## config.mk

```make
export PLATFORM = sky130hd
export DESIGN_NAME = piecewise_linear_voltage_map
export DESIGN_NICKNAME = d
export VERILOG_FILES = /design/src/hdl/pwlvm_pkg.sv /design/src/hdl/pwlvm_cfg_regs.sv /design/src/hdl/pwlvm_seg.sv /design/src/hdl/pwlvm_div.sv /design/src/hdl/piecewise_linear_voltage_map.sv
export SDC_FILE = /design/constraint.sdc
export NUM_CORES = 1
export LEC_CHECK = 0
export ABC_AREA = 1
export BUFFER_PORTS_ARGS = -buffer_cell sky130_fd_sc_hd__buf_2
export CAP_MARGIN = 20
export CELL_PAD_IN_SITES_DETAIL_PLACEMENT = 1
export CELL_PAD_IN_SITES_GLOBAL_PLACEMENT = 1
export CORE_MARGIN = 3
export CORE_UTILIZATION = 35
export CTS_CLUSTER_SIZE = 20
export DETAILED_ROUTE_END_ITERATION = 10
export PLACE_DENSITY_LB_ADDON = 0.1
export RECOVER_POWER = 100
export SYNTH_ARGS = -nofsm -noshare
export SYNTH_HDL_FRONTEND = slang
export SYNTH_SLANG_ARGS = --single-unit
export TNS_END_PERCENT = 5
```

## constraint.sdc

```tcl
create_clock -name i_clk -period 11.3 [get_ports i_clk]
set_input_delay 1.13 -clock i_clk [delete_from_list [all_inputs] [get_ports i_clk]]
set_output_delay 1.13 -clock i_clk [all_outputs]
set_load 0.005 [all_outputs]
```

## src/hdl/pwlvm_pkg.sv

```systemverilog
`timescale 1ns / 1ps
// ----------------------------------------------------------------------------
// pwlvm_pkg
// Types and constants shared by the piecewise linear voltage map modules.
// ----------------------------------------------------------------------------
package pwlvm_pkg;

    // Field widths
    localparam int X_W        = 10;   // sample and breakpoints
    localparam int Y_W        = 12;   // table values
    localparam int OUT_W      = 16;   // mapped result
    localparam int CFG_POINTS = 4;    // breakpoints held in registers
    localparam int PT_IDX_W   = 2;    // index into the breakpoint registers
    localparam int CFG_IDX_W  = 3;
    localparam int CFG_DATA_W = 12;

    // Arithmetic widths
    localparam int DX_W  = X_W + 1;   // sample minus breakpoint
    localparam int WD_W  = X_W + 1;   // segment width
    localparam int DY_W  = Y_W + 1;   // value difference
    localparam int DSR_W = X_W;       // divisor magnitude

    // Divider shape
    localparam int DIV_W              = OUT_W;
    localparam int DIV_BITS_PER_STAGE = 2;
    localparam int DIV_STAGES         = DIV_W / DIV_BITS_PER_STAGE;

    // Register indexes
    localparam logic [CFG_IDX_W-1:0] REG_BREAK_X0 = CFG_IDX_W'(0);
    localparam logic [CFG_IDX_W-1:0] REG_BREAK_X1 = CFG_IDX_W'(1);
    localparam logic [CFG_IDX_W-1:0] REG_BREAK_X2 = CFG_IDX_W'(2);
    localparam logic [CFG_IDX_W-1:0] REG_BREAK_X3 = CFG_IDX_W'(3);
    localparam logic [CFG_IDX_W-1:0] REG_VALUE_Y0 = CFG_IDX_W'(4);
    localparam logic [CFG_IDX_W-1:0] REG_VALUE_Y1 = CFG_IDX_W'(5);
    localparam logic [CFG_IDX_W-1:0] REG_VALUE_Y2 = CFG_IDX_W'(6);
    localparam logic [CFG_IDX_W-1:0] REG_VALUE_Y3 = CFG_IDX_W'(7);

    // Reset values of the table
    localparam logic [X_W-1:0] RST_BREAK_X0 = X_W'(306);
    localparam logic [X_W-1:0] RST_BREAK_X1 = X_W'(347);
    localparam logic [X_W-1:0] RST_BREAK_X2 = X_W'(376);
    localparam logic [X_W-1:0] RST_BREAK_X3 = X_W'(411);
    localparam logic [Y_W-1:0] RST_VALUE_Y0 = Y_W'(650);
    localparam logic [Y_W-1:0] RST_VALUE_Y1 = Y_W'(900);
    localparam logic [Y_W-1:0] RST_VALUE_Y2 = Y_W'(1200);
    localparam logic [Y_W-1:0] RST_VALUE_Y3 = Y_W'(1800);

    typedef enum logic [1:0] {
        MAP_ZERO,
        MAP_SAT,
        MAP_INTERP
    } t_map_kind;

    typedef struct packed {
        logic [CFG_POINTS-1:0][X_W-1:0] bx;
        logic [CFG_POINTS-1:0][Y_W-1:0] vy;
    } t_cfg;

    // Item leaving the segment/multiply stages
    typedef struct packed {
        t_map_kind                kind;
        logic [Y_W-1:0]           ya;
        logic signed [OUT_W-1:0]  prod;
        logic signed [WD_W-1:0]   wd;
    } t_seg_item;

    // Item travelling through the divider
    typedef struct packed {
        t_map_kind                kind;
        logic [Y_W-1:0]           ya;
        logic                     neg;
        logic                     bypass;
        logic [OUT_W-1:0]         pval;
        logic [DIV_W-1:0]         dvd;
        logic [DSR_W-1:0]         dsr;
        logic [DSR_W-1:0]         rem;
        logic [DIV_W-1:0]         quo;
    } t_div_item;

endpackage

```

## src/hdl/pwlvm_cfg_regs.sv

```systemverilog
`timescale 1ns / 1ps
// ----------------------------------------------------------------------------
// pwlvm_cfg_regs
// Breakpoint and value registers with their write decoder.
// ----------------------------------------------------------------------------
module pwlvm_cfg_regs (
    input  logic                                i_clk,
    input  logic                                i_rst_n,
    input  logic                                i_cfg_we,
    input  logic [pwlvm_pkg::CFG_IDX_W-1:0]     i_cfg_index,
    input  logic [pwlvm_pkg::CFG_DATA_W-1:0]    i_cfg_data,
    output pwlvm_pkg::t_cfg                     o_cfg
);
    import pwlvm_pkg::*;

    t_cfg r_cfg;

    always_ff @(posedge i_clk) begin
        if (!i_rst_n) begin
            r_cfg.bx[0] <= RST_BREAK_X0;
            r_cfg.bx[1] <= RST_BREAK_X1;
            r_cfg.bx[2] <= RST_BREAK_X2;
            r_cfg.bx[3] <= RST_BREAK_X3;
            r_cfg.vy[0] <= RST_VALUE_Y0;
            r_cfg.vy[1] <= RST_VALUE_Y1;
            r_cfg.vy[2] <= RST_VALUE_Y2;
            r_cfg.vy[3] <= RST_VALUE_Y3;
        end else if (i_cfg_we) begin
            unique case (i_cfg_index)
                REG_BREAK_X0: r_cfg.bx[0] <= i_cfg_data[X_W-1:0];
                REG_BREAK_X1: r_cfg.bx[1] <= i_cfg_data[X_W-1:0];
                REG_BREAK_X2: r_cfg.bx[2] <= i_cfg_data[X_W-1:0];
                REG_BREAK_X3: r_cfg.bx[3] <= i_cfg_data[X_W-1:0];
                REG_VALUE_Y0: r_cfg.vy[0] <= i_cfg_data[Y_W-1:0];
                REG_VALUE_Y1: r_cfg.vy[1] <= i_cfg_data[Y_W-1:0];
                REG_VALUE_Y2: r_cfg.vy[2] <= i_cfg_data[Y_W-1:0];
                REG_VALUE_Y3: r_cfg.vy[3] <= i_cfg_data[Y_W-1:0];
            endcase
        end
    end

    assign o_cfg = r_cfg;

endmodule

```

## src/hdl/pwlvm_seg.sv

```systemverilog
`timescale 1ns / 1ps
// ----------------------------------------------------------------------------
// pwlvm_seg
// Three stages: range check and segment search, differences, product.
// ----------------------------------------------------------------------------
module pwlvm_seg #(
    parameter int TABLE_POINTS = 4
) (
    input  logic                            i_clk,
    input  logic                            i_rst_n,
    input  pwlvm_pkg::t_cfg                 i_cfg,
    input  logic                            i_valid,
    output logic                            o_ready,
    input  logic [pwlvm_pkg::X_W-1:0]       i_sample,
    output logic                            o_valid,
    input  logic                            i_ready,
    output pwlvm_pkg::t_seg_item            o_item
);
    import pwlvm_pkg::*;

    localparam logic [PT_IDX_W-1:0] LAST_PT = PT_IDX_W'(TABLE_POINTS - 1);
    localparam logic [PT_IDX_W-1:0] DEF_SEG = PT_IDX_W'(TABLE_POINTS - 2);

    // Stage 1 registers
    logic                   r1_v;
    logic [X_W-1:0]         r1_s;
    t_map_kind              r1_kind;
    logic [PT_IDX_W-1:0]    r1_seg;
    // Stage 2 registers
    logic                   r2_v;
    t_map_kind              r2_kind;
    logic [Y_W-1:0]         r2_ya;
    logic signed [DY_W-1:0] r2_dy;
    logic signed [DX_W-1:0] r2_dx;
    logic signed [WD_W-1:0] r2_wd;
    // Stage 3 registers
    logic                   r3_v;
    t_seg_item              r3_item;

    logic                   w_adv1, w_adv2, w_adv3;
    t_map_kind              n1_kind;
    logic [PT_IDX_W-1:0]    n1_seg;
    logic                   w_found;
    logic [PT_IDX_W-1:0]    w_seg_hi;
    logic [X_W-1:0]         w_xa, w_xb;
    logic [Y_W-1:0]         w_ya, w_yb;
    logic signed [DY_W+DX_W-1:0] w_prod;

    assign w_adv3  = !r3_v || i_ready;
    assign w_adv2  = !r2_v || w_adv3;
    assign w_adv1  = !r1_v || w_adv2;
    assign o_ready = w_adv1;

    // Range check and first segment whose upper breakpoint covers the sample
    always_comb begin
        if (i_sample < i_cfg.bx[0]) begin
            n1_kind = MAP_ZERO;
        end else if (i_sample > i_cfg.bx[LAST_PT]) begin
            n1_kind = MAP_SAT;
        end else begin
            n1_kind = MAP_INTERP;
        end
        n1_seg  = DEF_SEG;
        w_found = 1'b0;
        for (int i = 0; i < TABLE_POINTS - 2; i++) begin
            if (!w_found && (i_sample <= i_cfg.bx[PT_IDX_W'(i + 1)])) begin
                n1_seg  = PT_IDX_W'(i);
                w_found = 1'b1;
            end
        end
    end

    always_ff @(posedge i_clk) begin
        if (!i_rst_n) begin
            r1_v <= 1'b0;
        end else if (w_adv1) begin
            r1_v <= i_valid;
        end
        if (w_adv1) begin
            r1_s    <= i_sample;
            r1_kind <= n1_kind;
            r1_seg  <= n1_seg;
        end
    end

    assign w_seg_hi = r1_seg + PT_IDX_W'(1);
    assign w_xa     = i_cfg.bx[r1_seg];
    assign w_xb     = i_cfg.bx[w_seg_hi];
    assign w_ya     = (r1_kind == MAP_SAT) ? i_cfg.vy[LAST_PT] : i_cfg.vy[r1_seg];
    assign w_yb     = i_cfg.vy[w_seg_hi];

    always_ff @(posedge i_clk) begin
        if (!i_rst_n) begin
            r2_v <= 1'b0;
        end else if (w_adv2) begin
            r2_v <= r1_v;
        end
        if (w_adv2) begin
            r2_kind <= r1_kind;
            r2_ya   <= w_ya;
            r2_dy   <= {1'b0, w_yb} - {1'b0, w_ya};
            r2_dx   <= {1'b0, r1_s} - {1'b0, w_xa};
            r2_wd   <= {1'b0, w_xb} - {1'b0, w_xa};
        end
    end

    assign w_prod = r2_dy * r2_dx;

    always_ff @(posedge i_clk) begin
        if (!i_rst_n) begin
            r3_v <= 1'b0;
        end else if (w_adv3) begin
            r3_v <= r2_v;
        end
        if (w_adv3) begin
            r3_item.kind <= r2_kind;
            r3_item.ya   <= r2_ya;
            r3_item.prod <= w_prod[OUT_W-1:0];
            r3_item.wd   <= r2_wd;
        end
    end

    assign o_valid = r3_v;
    assign o_item  = r3_item;

endmodule

```

## src/hdl/pwlvm_div.sv

```systemverilog
`timescale 1ns / 1ps
// ----------------------------------------------------------------------------
// pwlvm_div
// Pipelined restoring divider on magnitudes, two quotient bits per stage.
// ----------------------------------------------------------------------------
module pwlvm_div (
    input  logic                    i_clk,
    input  logic                    i_rst_n,
    input  logic                    i_valid,
    output logic                    o_ready,
    input  pwlvm_pkg::t_seg_item    i_item,
    output logic                    o_valid,
    input  logic                    i_ready,
    output pwlvm_pkg::t_div_item    o_item
);
    import pwlvm_pkg::*;

    function automatic t_div_item div_stage(input t_div_item a);
        t_div_item      b;
        logic [DSR_W:0] rs;
        b = a;
        for (int j = 0; j < DIV_BITS_PER_STAGE; j++) begin
            rs    = {b.rem, b.dvd[DIV_W-1]};
            b.dvd = {b.dvd[DIV_W-2:0], 1'b0};
            if (rs >= {1'b0, b.dsr}) begin
                b.rem = DSR_W'(rs - {1'b0, b.dsr});
                b.quo = {b.quo[DIV_W-2:0], 1'b1};
            end else begin
                b.rem = rs[DSR_W-1:0];
                b.quo = {b.quo[DIV_W-2:0], 1'b0};
            end
        end
        return b;
    endfunction

    logic       r_v   [0:DIV_STAGES];
    t_div_item  r_d   [0:DIV_STAGES];
    logic       w_adv [0:DIV_STAGES];
    t_div_item  n_entry;
    logic [WD_W-1:0] w_wd_mag;

    assign w_adv[DIV_STAGES] = !r_v[DIV_STAGES] || i_ready;

    // Signs and magnitudes of dividend and divisor
    always_comb begin
        w_wd_mag       = i_item.wd[WD_W-1] ? (~i_item.wd + 1'b1) : i_item.wd;
        n_entry.kind   = i_item.kind;
        n_entry.ya     = i_item.ya;
        n_entry.neg    = i_item.prod[OUT_W-1] ^ i_item.wd[WD_W-1];
        n_entry.bypass = (i_item.wd == '0);
        n_entry.pval   = i_item.prod;
        n_entry.dvd    = i_item.prod[OUT_W-1] ? (~i_item.prod + 1'b1) : i_item.prod;
        n_entry.dsr    = w_wd_mag[DSR_W-1:0];
        n_entry.rem    = '0;
        n_entry.quo    = '0;
    end

    always_ff @(posedge i_clk) begin
        if (!i_rst_n) begin
            r_v[0] <= 1'b0;
        end else if (w_adv[0]) begin
            r_v[0] <= i_valid;
        end
        if (w_adv[0]) begin
            r_d[0] <= n_entry;
        end
    end

    for (genvar k = 0; k < DIV_STAGES; k++) begin : g_adv
        assign w_adv[k] = !r_v[k] || w_adv[k+1];
    end

    for (genvar k = 1; k <= DIV_STAGES; k++) begin : g_step
        always_ff @(posedge i_clk) begin
            if (!i_rst_n) begin
                r_v[k] <= 1'b0;
            end else if (w_adv[k]) begin
                r_v[k] <= r_v[k-1];
            end
            if (w_adv[k]) begin
                r_d[k] <= div_stage(r_d[k-1]);
            end
        end
    end

    assign o_ready = w_adv[0];
    assign o_valid = r_v[DIV_STAGES];
    assign o_item  = r_d[DIV_STAGES];

endmodule

```

## src/hdl/piecewise_linear_voltage_map.sv

```systemverilog
`timescale 1ns / 1ps
// ----------------------------------------------------------------------------
// piecewise_linear_voltage_map
// Maps an averaged ignition converter sample through a breakpoint table by
// linear interpolation between neighbouring points.
// ----------------------------------------------------------------------------
//
//  Channel  Direction  Handshake                    Payload
//  -------  ---------  ---------------------------  ------------------------
//  in       input      i_in_valid / o_in_ready      i_sample (10 bit)
//  out      output     o_out_valid / i_out_ready    o_mapped_value (16 bit s)
//  cfg      input      i_cfg_we                     i_cfg_index, i_cfg_data
//
//  One item is accepted per cycle while o_in_ready is high; the pipeline is made
//  of the three table stages, the divider entry stage, the eight divider
//  stages (two quotient bits each) and the output register.
//  Reset is synchronous and active low; it clears the valid bits of every
//  stage and loads the default table.
//  Each stage holds its item while the stage after it is full, so a stall at
//  the output fills the empty stages first and then holds o_in_ready low.
//
// A sample below the first breakpoint gives zero, a sample above the last one
// gives the last table value. Otherwise the first segment whose upper
// breakpoint is at least the sample is chosen and the result is
// ya + wrap16(wrap16((yb - ya) * (x - xa)) / (xb - xa)), where the division
// truncates toward zero and is skipped for a segment of zero width. All sums
// wrap to sixteen bits, so -32768 divided by -1 comes out as -32768.
//
// The table registers are expected to change only while no item is in flight.
// ----------------------------------------------------------------------------
module piecewise_linear_voltage_map #(
    parameter int TABLE_POINTS = 4
) (
    input  logic                                 i_clk,
    input  logic                                 i_rst_n,
    input  logic                                 i_in_valid,
    output logic                                 o_in_ready,
    input  logic [pwlvm_pkg::X_W-1:0]            i_sample,
    output logic                                 o_out_valid,
    input  logic                                 i_out_ready,
    output logic signed [pwlvm_pkg::OUT_W-1:0]   o_mapped_value,
    input  logic                                 i_cfg_we,
    input  logic [pwlvm_pkg::CFG_IDX_W-1:0]      i_cfg_index,
    input  logic [pwlvm_pkg::CFG_DATA_W-1:0]     i_cfg_data
);
    import pwlvm_pkg::*;

    t_cfg               w_cfg;
    logic               w_seg_valid, w_seg_ready;
    t_seg_item          w_seg_item;
    logic               w_div_valid, w_div_ready;
    t_div_item          w_div_item;

    logic               r_out_valid;
    logic [OUT_W-1:0]   r_mapped;
    logic [OUT_W-1:0]   n_mapped;
    logic [OUT_W-1:0]   w_quo_signed;
    logic [OUT_W-1:0]   w_quo_final;

    pwlvm_cfg_regs u_cfg_regs (
        .i_clk       (i_clk),
        .i_rst_n     (i_rst_n),
        .i_cfg_we    (i_cfg_we),
        .i_cfg_index (i_cfg_index),
        .i_cfg_data  (i_cfg_data),
        .o_cfg       (w_cfg)
    );

    // Range check, segment choice, differences and the wrapped product
    pwlvm_seg #(
        .TABLE_POINTS (TABLE_POINTS)
    ) u_seg (
        .i_clk    (i_clk),
        .i_rst_n  (i_rst_n),
        .i_cfg    (w_cfg),
        .i_valid  (i_in_valid),
        .o_ready  (o_in_ready),
        .i_sample (i_sample),
        .o_valid  (w_seg_valid),
        .i_ready  (w_seg_ready),
        .o_item   (w_seg_item)
    );

    // Division of the product by the segment width
    pwlvm_div u_div (
        .i_clk   (i_clk),
        .i_rst_n (i_rst_n),
        .i_valid (w_seg_valid),
        .o_ready (w_seg_ready),
        .i_item  (w_seg_item),
        .o_valid (w_div_valid),
        .i_ready (w_div_ready),
        .o_item  (w_div_item)
    );

    // Output register: sign of the quotient, offset by ya, range cases.
    assign w_div_ready  = !r_out_valid || i_out_ready;
    assign w_quo_signed = w_div_item.neg ? (~w_div_item.quo + 1'b1) : w_div_item.quo;
    assign w_quo_final  = w_div_item.bypass ? w_div_item.pval : w_quo_signed;

    always_comb begin
        case (w_div_item.kind)
            MAP_ZERO:   n_mapped = '0;
            MAP_SAT:    n_mapped = {{(OUT_W-Y_W){1'b0}}, w_div_item.ya};
            MAP_INTERP: n_mapped = w_quo_final + {{(OUT_W-Y_W){1'b0}}, w_div_item.ya};
            default:    n_mapped = '0;
        endcase
    end

    always_ff @(posedge i_clk) begin
        if (!i_rst_n) begin
            r_out_valid <= 1'b0;
        end else if (w_div_ready) begin
            r_out_valid <= w_div_valid;
        end
        if (w_div_ready) begin
            r_mapped <= n_mapped;
        end
    end

    assign o_out_valid    = r_out_valid;
    assign o_mapped_value = r_mapped;

endmodule

```

==> flow_metrics.tcl, run 1 <==
set metrics [dict create \
    run_status "finished with violations" \
    violations "capacitance limit, slew limit" \
    buffer_ports.inserted 47 \
    worst-slew-pin-transition_ns 3.14 \
    synthTopCellsByArea "sky130_fd_sc_hd__edfxtp_1 (51%), sky130_fd_sc_hd__ha_1 (8.3%), sky130_fd_sc_hd__nand2_1 (7.4%), sky130_fd_sc_hd__inv_1 (4.8%), sky130_fd_sc_hd__fa_1 (4.6%)" \
    cap_violations 11 \
    io_pins 48 \
    met1_track_demand_over_resource_in_global_routing 0.212 \
    synth.net_count 4276 \
    placeable_core_region_mm2 0.117 \
    tritoncts "done" \
    place_inst 5389 \
    cts_resized 0 \
    die_area_mm2 0.122 \
    die_height_um 349 \
    yosys.cell_types.count 59 \
    detail_route.wirelength_um 100000 \
    drc 0 \
    setup.worst_path.end_class "primary output" \
    number_of_global_route_vias_before_repair 27869 \
    cp_max_fo 70 \
    num-nets-final 4351 \
    route.detailed.vias_per_inst 4.74 \
    die-width_um 349 \
    drive_gt1_frac 0.0611 \
    finalSetupViolations 0 \
    synth.yosys.warnings 0 \
    sum_of_negative_setup_slack_ns 0 \
    fillerInstances 12954 \
    gr-usage-all-layers 0.167 \
    drt-pass1-iter-count 4 \
    holdBufCountCts 0 \
    worst-setup-path-type "input pin to primary output" \
    max_freq_mhz 125 \
    grt_setup_unrepaired "no" \
    layout-area-overhead-vs-synth_pct 11.3 \
    mostFrequentLayoutCell "sky130_fd_sc_hd__nand2_1" \
    ctsHtreeMaxLevel 3 \
    yosys_register_bits 794 \
    yosys.area.top_type_share 0.511 \
    detail-route-antenna-nets 0 \
    asyncSetResetFlopFracSynth 0 \
    maximum_number_of_pins_on_one_net_before_global_route_repair 74 \
    critical_path_arrival_ns 6.87 \
    global_route.usage.met3 0.0203 \
    final_core_utilization 0.393 \
    layout_min_cycle_time_ns 8.00 \
    layout_common_cells "sky130_fd_sc_hd__nand2_1 (815), sky130_fd_sc_hd__edfxtp_1 (701), sky130_fd_sc_hd__inv_1 (525), sky130_fd_sc_hd__ha_1 (272), sky130_fd_sc_hd__nor2_1 (246)" \
    floorplan.rows 125 \
    ctsLongestPathBuffers 3 \
    pre_cts_slack_ns 5.07 \
    synthCells 3880 \
    cts.sinks 794 \
    slew_headroom -1.09 \
    grt_use_met2 0.300 \
    drv_slew 531 \
    postCtsSetupBuffers 0 \
    synth_edf_count 701 \
    hpwl_um 77900 \
    routed-via-count 26291 \
    gpl.final_weighted_congestion 0.821 \
    post-synth-top-area-cell "sky130_fd_sc_hd__edfxtp_1" \
    final_cells 5550 \
    global_route_wire_length_before_repair_um 159000 \
    antenna_found_initial 0 \
    worst_slack_ns 3.30 \
    worst_clock_skew_ns 0.0245 \
    grt_remaining_overflow 0 \
    drt-initial-drc-count 1188 \
    final-seq-area_mm2 0.0229 \
    synthesis.area_mm2 0.0412 \
    busiest_layer "met2" \
    min-delay-path-class "flip-flop to flip-flop" \
    timing.critical_path.required_ns 10.17 \
    multiInputGateArea_mm2 0.0157 \
    tritoncts.num_buffers 88 \
    postSynthAreaPerCell_um2 10.6 \
    dominantRegCellSynth "sky130_fd_sc_hd__edfxtp_1" \
    cts.clk_slew.worst_paths_ns 0.06 \
    routedWlPerCell_um 18.0 \
    timing_hold_violations_final 0 \
    clock_latency_ns 0.66 \
    ctsRootBufferMaster "sky130_fd_sc_hd__clkbuf_16" \
    antenna_fix_cells 0 \
    floorplan.initialDensity 0.353 \
    period_share 0.708 \
    seq_area_frac_synth 0.557 \
    worst_setup_path_start_kind "input pin" \
]
per-layer routing:
| metal | part of all wire | vias to the layer above |
|---|---|---|
| met4 | 0.026 | 0 |
| met2 | 0.50 | 217 |
| met3 | 0.021 | 124 |
| li1 | - | 13255 |
| met1 | 0.45 | 12695 |
| met5 | 0 | - |
logic make-up (layout without fill, tap and decap cells):
group           after synthesis  in the layout  share of synthesized area
compound gates              580            580                     0.0807
fa+ha+maj                   366            366                      0.128
buf+inv                     619            765                     0.0583
simple gates               1346           1346                      0.139
mux                           2              2                   0.000486
flops                       794            794                      0.557
xor+xnor                    173            173                     0.0368
worst paths after layout:
path	startpoint	to	slack, ns	cells past startpoint
worst max-delay path	i_out_ready	o_in_ready	3.30	14
worst min-delay path	u_seg.o_item[31]	u_div.r_d[0][74]	0.41	0
worst max register to register	o_out_valid	u_seg.r2_ya[11]	3.65	12
worst min register to register	u_seg.o_item[31]	u_div.r_d[0][74]	0.41	0
final cells by class:
type                            instances  area share
Sequential cell                       794       0.500
Multi-Input combinational cell       2467       0.343
Clock buffer                          101      0.0491
Inverter                              538      0.0441
Tap cell                             1524      0.0416
Clock inverter                         60      0.0151
Timing Repair Buffer                   66     0.00697
Yosys cell counts, types with 3 or more instances:
cell type / count
sky130_fd_sc_hd__nand2_1: 808
sky130_fd_sc_hd__edfxtp_1: 701
sky130_fd_sc_hd__inv_1: 528
sky130_fd_sc_hd__ha_1: 272
sky130_fd_sc_hd__nor2_1: 242
sky130_fd_sc_hd__a21oi_1: 226
sky130_fd_sc_hd__o21ai_0: 198
sky130_fd_sc_hd__nand3_1: 157
sky130_fd_sc_hd__xor2_1: 120
sky130_fd_sc_hd__fa_1: 94
sky130_fd_sc_hd__dfxtp_1: 93
sky130_fd_sc_hd__clkbuf_1: 58
sky130_fd_sc_hd__xnor2_1: 53
sky130_fd_sc_hd__o211ai_1: 33
sky130_fd_sc_hd__or2_2: 33
sky130_fd_sc_hd__nand4_1: 25
sky130_fd_sc_hd__a31oi_1: 23
sky130_fd_sc_hd__nor3_1: 21
sky130_fd_sc_hd__o21bai_1: 19
sky130_fd_sc_hd__nand2_2: 18
sky130_fd_sc_hd__o21ai_2: 17
sky130_fd_sc_hd__a21o_1: 15
sky130_fd_sc_hd__buf_2: 10
sky130_fd_sc_hd__o21ai_1: 9
sky130_fd_sc_hd__nand3_2: 8
sky130_fd_sc_hd__clkinv_1: 6
sky130_fd_sc_hd__a211oi_1: 5
sky130_fd_sc_hd__buf_6: 5
sky130_fd_sc_hd__nand3b_1: 5
sky130_fd_sc_hd__nor2_4: 5
sky130_fd_sc_hd__nor3_2: 5
sky130_fd_sc_hd__nor4_1: 5
sky130_fd_sc_hd__o21a_1: 5
sky130_fd_sc_hd__o31ai_1: 5
sky130_fd_sc_hd__a21oi_2: 4
sky130_fd_sc_hd__a21oi_4: 4
sky130_fd_sc_hd__a41o_1: 4
sky130_fd_sc_hd__buf_4: 4
sky130_fd_sc_hd__inv_2: 4
sky130_fd_sc_hd__o2111ai_1: 4
sky130_fd_sc_hd__a21boi_0: 3
sky130_fd_sc_hd__o221ai_1: 3
metrics by stage:
step | hold WS, ns | instance area (um2)
after floorplan | 0.400 | 41200
after global placement | 0.400 | 43100
after detailed placement | 0.405 | 43100
after CTS | 0.399 | 46000
after global routing | 0.411 | 45800
final | 0.407 | 45800
registers in the layout (all words and copies together) (netlist names):
register,count
o_mapped_value,16
o_out_valid,1
u_cfg_regs.o_cfg,88
u_div.r_d,574
u_div.r_v,9
u_seg.o_item,41
u_seg.o_valid,1
u_seg.r1_kind,2
u_seg.r1_s,10
u_seg.r1_seg,1
u_seg.r1_v,1
u_seg.r2_dx,11
u_seg.r2_dy,13
u_seg.r2_kind,2
u_seg.r2_v,1
u_seg.r2_wd,11
u_seg.r2_ya,12
worst max-delay path, cell delays in order:
cell and delay, ns:
sky130_fd_sc_hd__buf_2 0.10, sky130_fd_sc_hd__inv_1 0.09, sky130_fd_sc_hd__nand2_1 0.50, sky130_fd_sc_hd__nor2_1 0.41, sky130_fd_sc_hd__nand2_1 1.67, sky130_fd_sc_hd__nor2_4 0.74, sky130_fd_sc_hd__nand3_4 0.09, sky130_fd_sc_hd__buf_4 0.41
sky130_fd_sc_hd__nor2_1 0.38, sky130_fd_sc_hd__nand4_4 0.10, sky130_fd_sc_hd__buf_4 0.35, sky130_fd_sc_hd__nor2_4 0.23, sky130_fd_sc_hd__nand3_2 0.37, sky130_fd_sc_hd__clkbuf_1 0.26
Power of run 1 is left out: the tool's default activity adds up to more than one toggle a clock period on the data nets, which glitch-free logic cannot reach.
==> run 2: changes to the inputs <==
clock period = 6.74 ns   (was 11.3 ns; I/O delays follow)
==> run 2 against run 1 <==
  * The run still ends with capacitance limit, slew limit left
  * Via count is 0.13% higher
  * Hold slack worse by 0.12 ns
  * Non-clock buffer count stayed put
  * Critical path type is now flip-flop to flip-flop
  * Cell count hardly changed
  * Flip-flop and latch count stayed put
  * Cell area hardly changed
  * Register-to-register slack worse by 2.5 ns
  * Global-route usage is 0.45 points higher
  * First-iteration DRC count is 5.8% higher
  * Utilization hardly changed
  * Critical path depth is 4 higher
  * Clock skew is 0.0034 ns higher
==> flow_metrics.tcl, run 2 (same netlist as run 1, synthesis figures left out) <==
set metrics [dict create \
    cts_resized 0 \
    ctsHtreeMaxLevel 3 \
    critical_path.reg2reg.startpoint "u_div.r_d[0][282]" \
    setup.worst_path.end_class "flip-flop" \
    grt_remaining_overflow 0 \
    mostFrequentLayoutCell "sky130_fd_sc_hd__nand2_1" \
    min-delay-start "i_cfg_data[10]" \
    drt-pass1-iter-count 4 \
    layout-area-overhead-vs-synth_pct 11.2 \
    worst_setup_path_start_kind "flip-flop" \
    cts.clk_slew.worst_paths_ns 0.06 \
    worst_clock_skew_ns 0.0279 \
    num-nets-final 4351 \
    gr-usage-all-layers 0.172 \
    cap_violations 10 \
    tritoncts.num_buffers 88 \
    floorplan.initialDensity 0.353 \
    detail_route.wirelength_um 103000 \
    postCtsSetupBuffers 0 \
    hpwl_um 79300 \
    layout_common_cells "sky130_fd_sc_hd__nand2_1 (814), sky130_fd_sc_hd__edfxtp_1 (701), sky130_fd_sc_hd__inv_1 (526), sky130_fd_sc_hd__ha_1 (272), sky130_fd_sc_hd__nor2_1 (247)" \
    maximum_number_of_pins_on_one_net_before_global_route_repair 69 \
    die-width_um 349 \
    multiInputGateArea_mm2 0.0157 \
    antenna_found_initial 0 \
    detail-route-antenna-nets 0 \
    route.detailed.vias_per_inst 4.75 \
    timing_hold_violations_final 0 \
    fillerInstances 12821 \
    global_route_wire_length_before_repair_um 162000 \
    die_height_um 349 \
    largest_reg_flops 574 \
    die_area_mm2 0.122 \
    placeable_core_region_mm2 0.117 \
    grt_setup_unrepaired "no" \
    violations "capacitance limit, slew limit" \
    final-seq-area_mm2 0.0229 \
    ctsLongestPathBuffers 3 \
    drive_gt1_frac 0.0614 \
    worst-setup-path-type "flip-flop to flip-flop" \
    drv_slew 563 \
    holdBufCountCts 0 \
    gpl.final_weighted_congestion 0.815 \
    routed-via-count 26324 \
    slew_headroom -1.61 \
    layout_min_cycle_time_ns 5.62 \
    clock_latency_ns 0.68 \
    io_pins 48 \
    number_of_global_route_vias_before_repair 27869 \
    critical_path_arrival_ns 6.02 \
    worst-slew-pin-transition_ns 3.91 \
    timing.critical_path.required_ns 7.14 \
    period_share 0.834 \
    antenna_fix_cells 0 \
    reg_with_most_ffs "u_div.r_d" \
    run_status "finished with violations" \
    cts.sinks 794 \
    floorplan.rows 125 \
    drc 0 \
    cp_max_fo 15 \
    drt-initial-drc-count 1257 \
    tritoncts "done" \
    finalSetupViolations 0 \
    min-delay-path-class "input pin to flip-flop" \
    sum_of_negative_setup_slack_ns 0 \
    buffer_ports.inserted 47 \
    routedWlPerCell_um 18.6 \
    timing.critical_path.from "u_div.r_d[0][282]" \
    max_freq_mhz 178 \
    ctsRootBufferMaster "sky130_fd_sc_hd__clkbuf_16" \
]
## run 2: cell types whose count changed in the layout (fill, tap and decap cells not counted), moves of 3 or more
cell and change:
sky130_fd_sc_hd__clkinv_1 -12, sky130_fd_sc_hd__buf_4 -7, sky130_fd_sc_hd__clkinvlp_2 -3, sky130_fd_sc_hd__clkbuf_1 +9, sky130_fd_sc_hd__clkbuf_2 +3, sky130_fd_sc_hd__clkinvlp_4 +6
## run 2: final cells by class
cell class / instances / share of cell area
timing repair buffer: 66 / 0.00645
clock inverter: 49 / 0.0135
tap: 1524 / 0.0417
sequential: 794 / 0.500
clock buffer: 108 / 0.0506
inverter: 538 / 0.0441
multi-input combinational: 2467 / 0.343
## run 2: path summary, 6_finish.rpt
kind	to	slack [ns]	cells past startpoint
hold / removal	u_cfg_regs.o_cfg[34]	0.29	3
setup reg to reg	u_div.r_d[0][353]	1.12	18
hold reg to reg	u_div.r_d[0][499]	0.39	0
setup / recovery	u_div.r_d[0][353]	1.12	18
## run 2: stage by stage
stage               cell area [um2]   util  cells  hold slack, ns  setup WS, ns
finish                        45800  0.393   5546           0.290          1.12
detailed placement            43100  0.370   5389           0.405          1.62
floorplan                     41200      -   3880           0.400         0.450
global placement              43100  0.370   5389           0.401          1.70
CTS                           46000  0.395   5546           0.225          1.57
global route                  45800  0.393   5546           0.275         0.667
## run 2: metal layers
layer,vias to the layer above,track usage,wire (um)
met5,-,0,0
met4,0,0.0458,2550
met3,126,0.0216,1950
met2,202,0.308,52000
met1,12731,0.218,46400
li1,13265,-,-
## run 2: worst max-delay path: stages (launching register included)
cell and delay (ns):
sky130_fd_sc_hd__edfxtp_1 0.43, sky130_fd_sc_hd__inv_1 0.13, sky130_fd_sc_hd__ha_1 0.30, sky130_fd_sc_hd__a21oi_1 0.22
sky130_fd_sc_hd__nor2_1 0.07, sky130_fd_sc_hd__nor2_1 0.17, sky130_fd_sc_hd__inv_1 0.06, sky130_fd_sc_hd__a21oi_1 0.35
sky130_fd_sc_hd__nand3_1 0.74, sky130_fd_sc_hd__o21ai_0 0.65, sky130_fd_sc_hd__ha_1 0.38, sky130_fd_sc_hd__a21oi_1 0.24
sky130_fd_sc_hd__o21ai_0 0.16, sky130_fd_sc_hd__nand2_1 0.09, sky130_fd_sc_hd__nand3_1 0.13, sky130_fd_sc_hd__o21ai_2 0.40
sky130_fd_sc_hd__nand3_1 0.52, sky130_fd_sc_hd__nand2_1 0.18, sky130_fd_sc_hd__nand2_1 0.11
Power of run 2 is left out for the same reason.
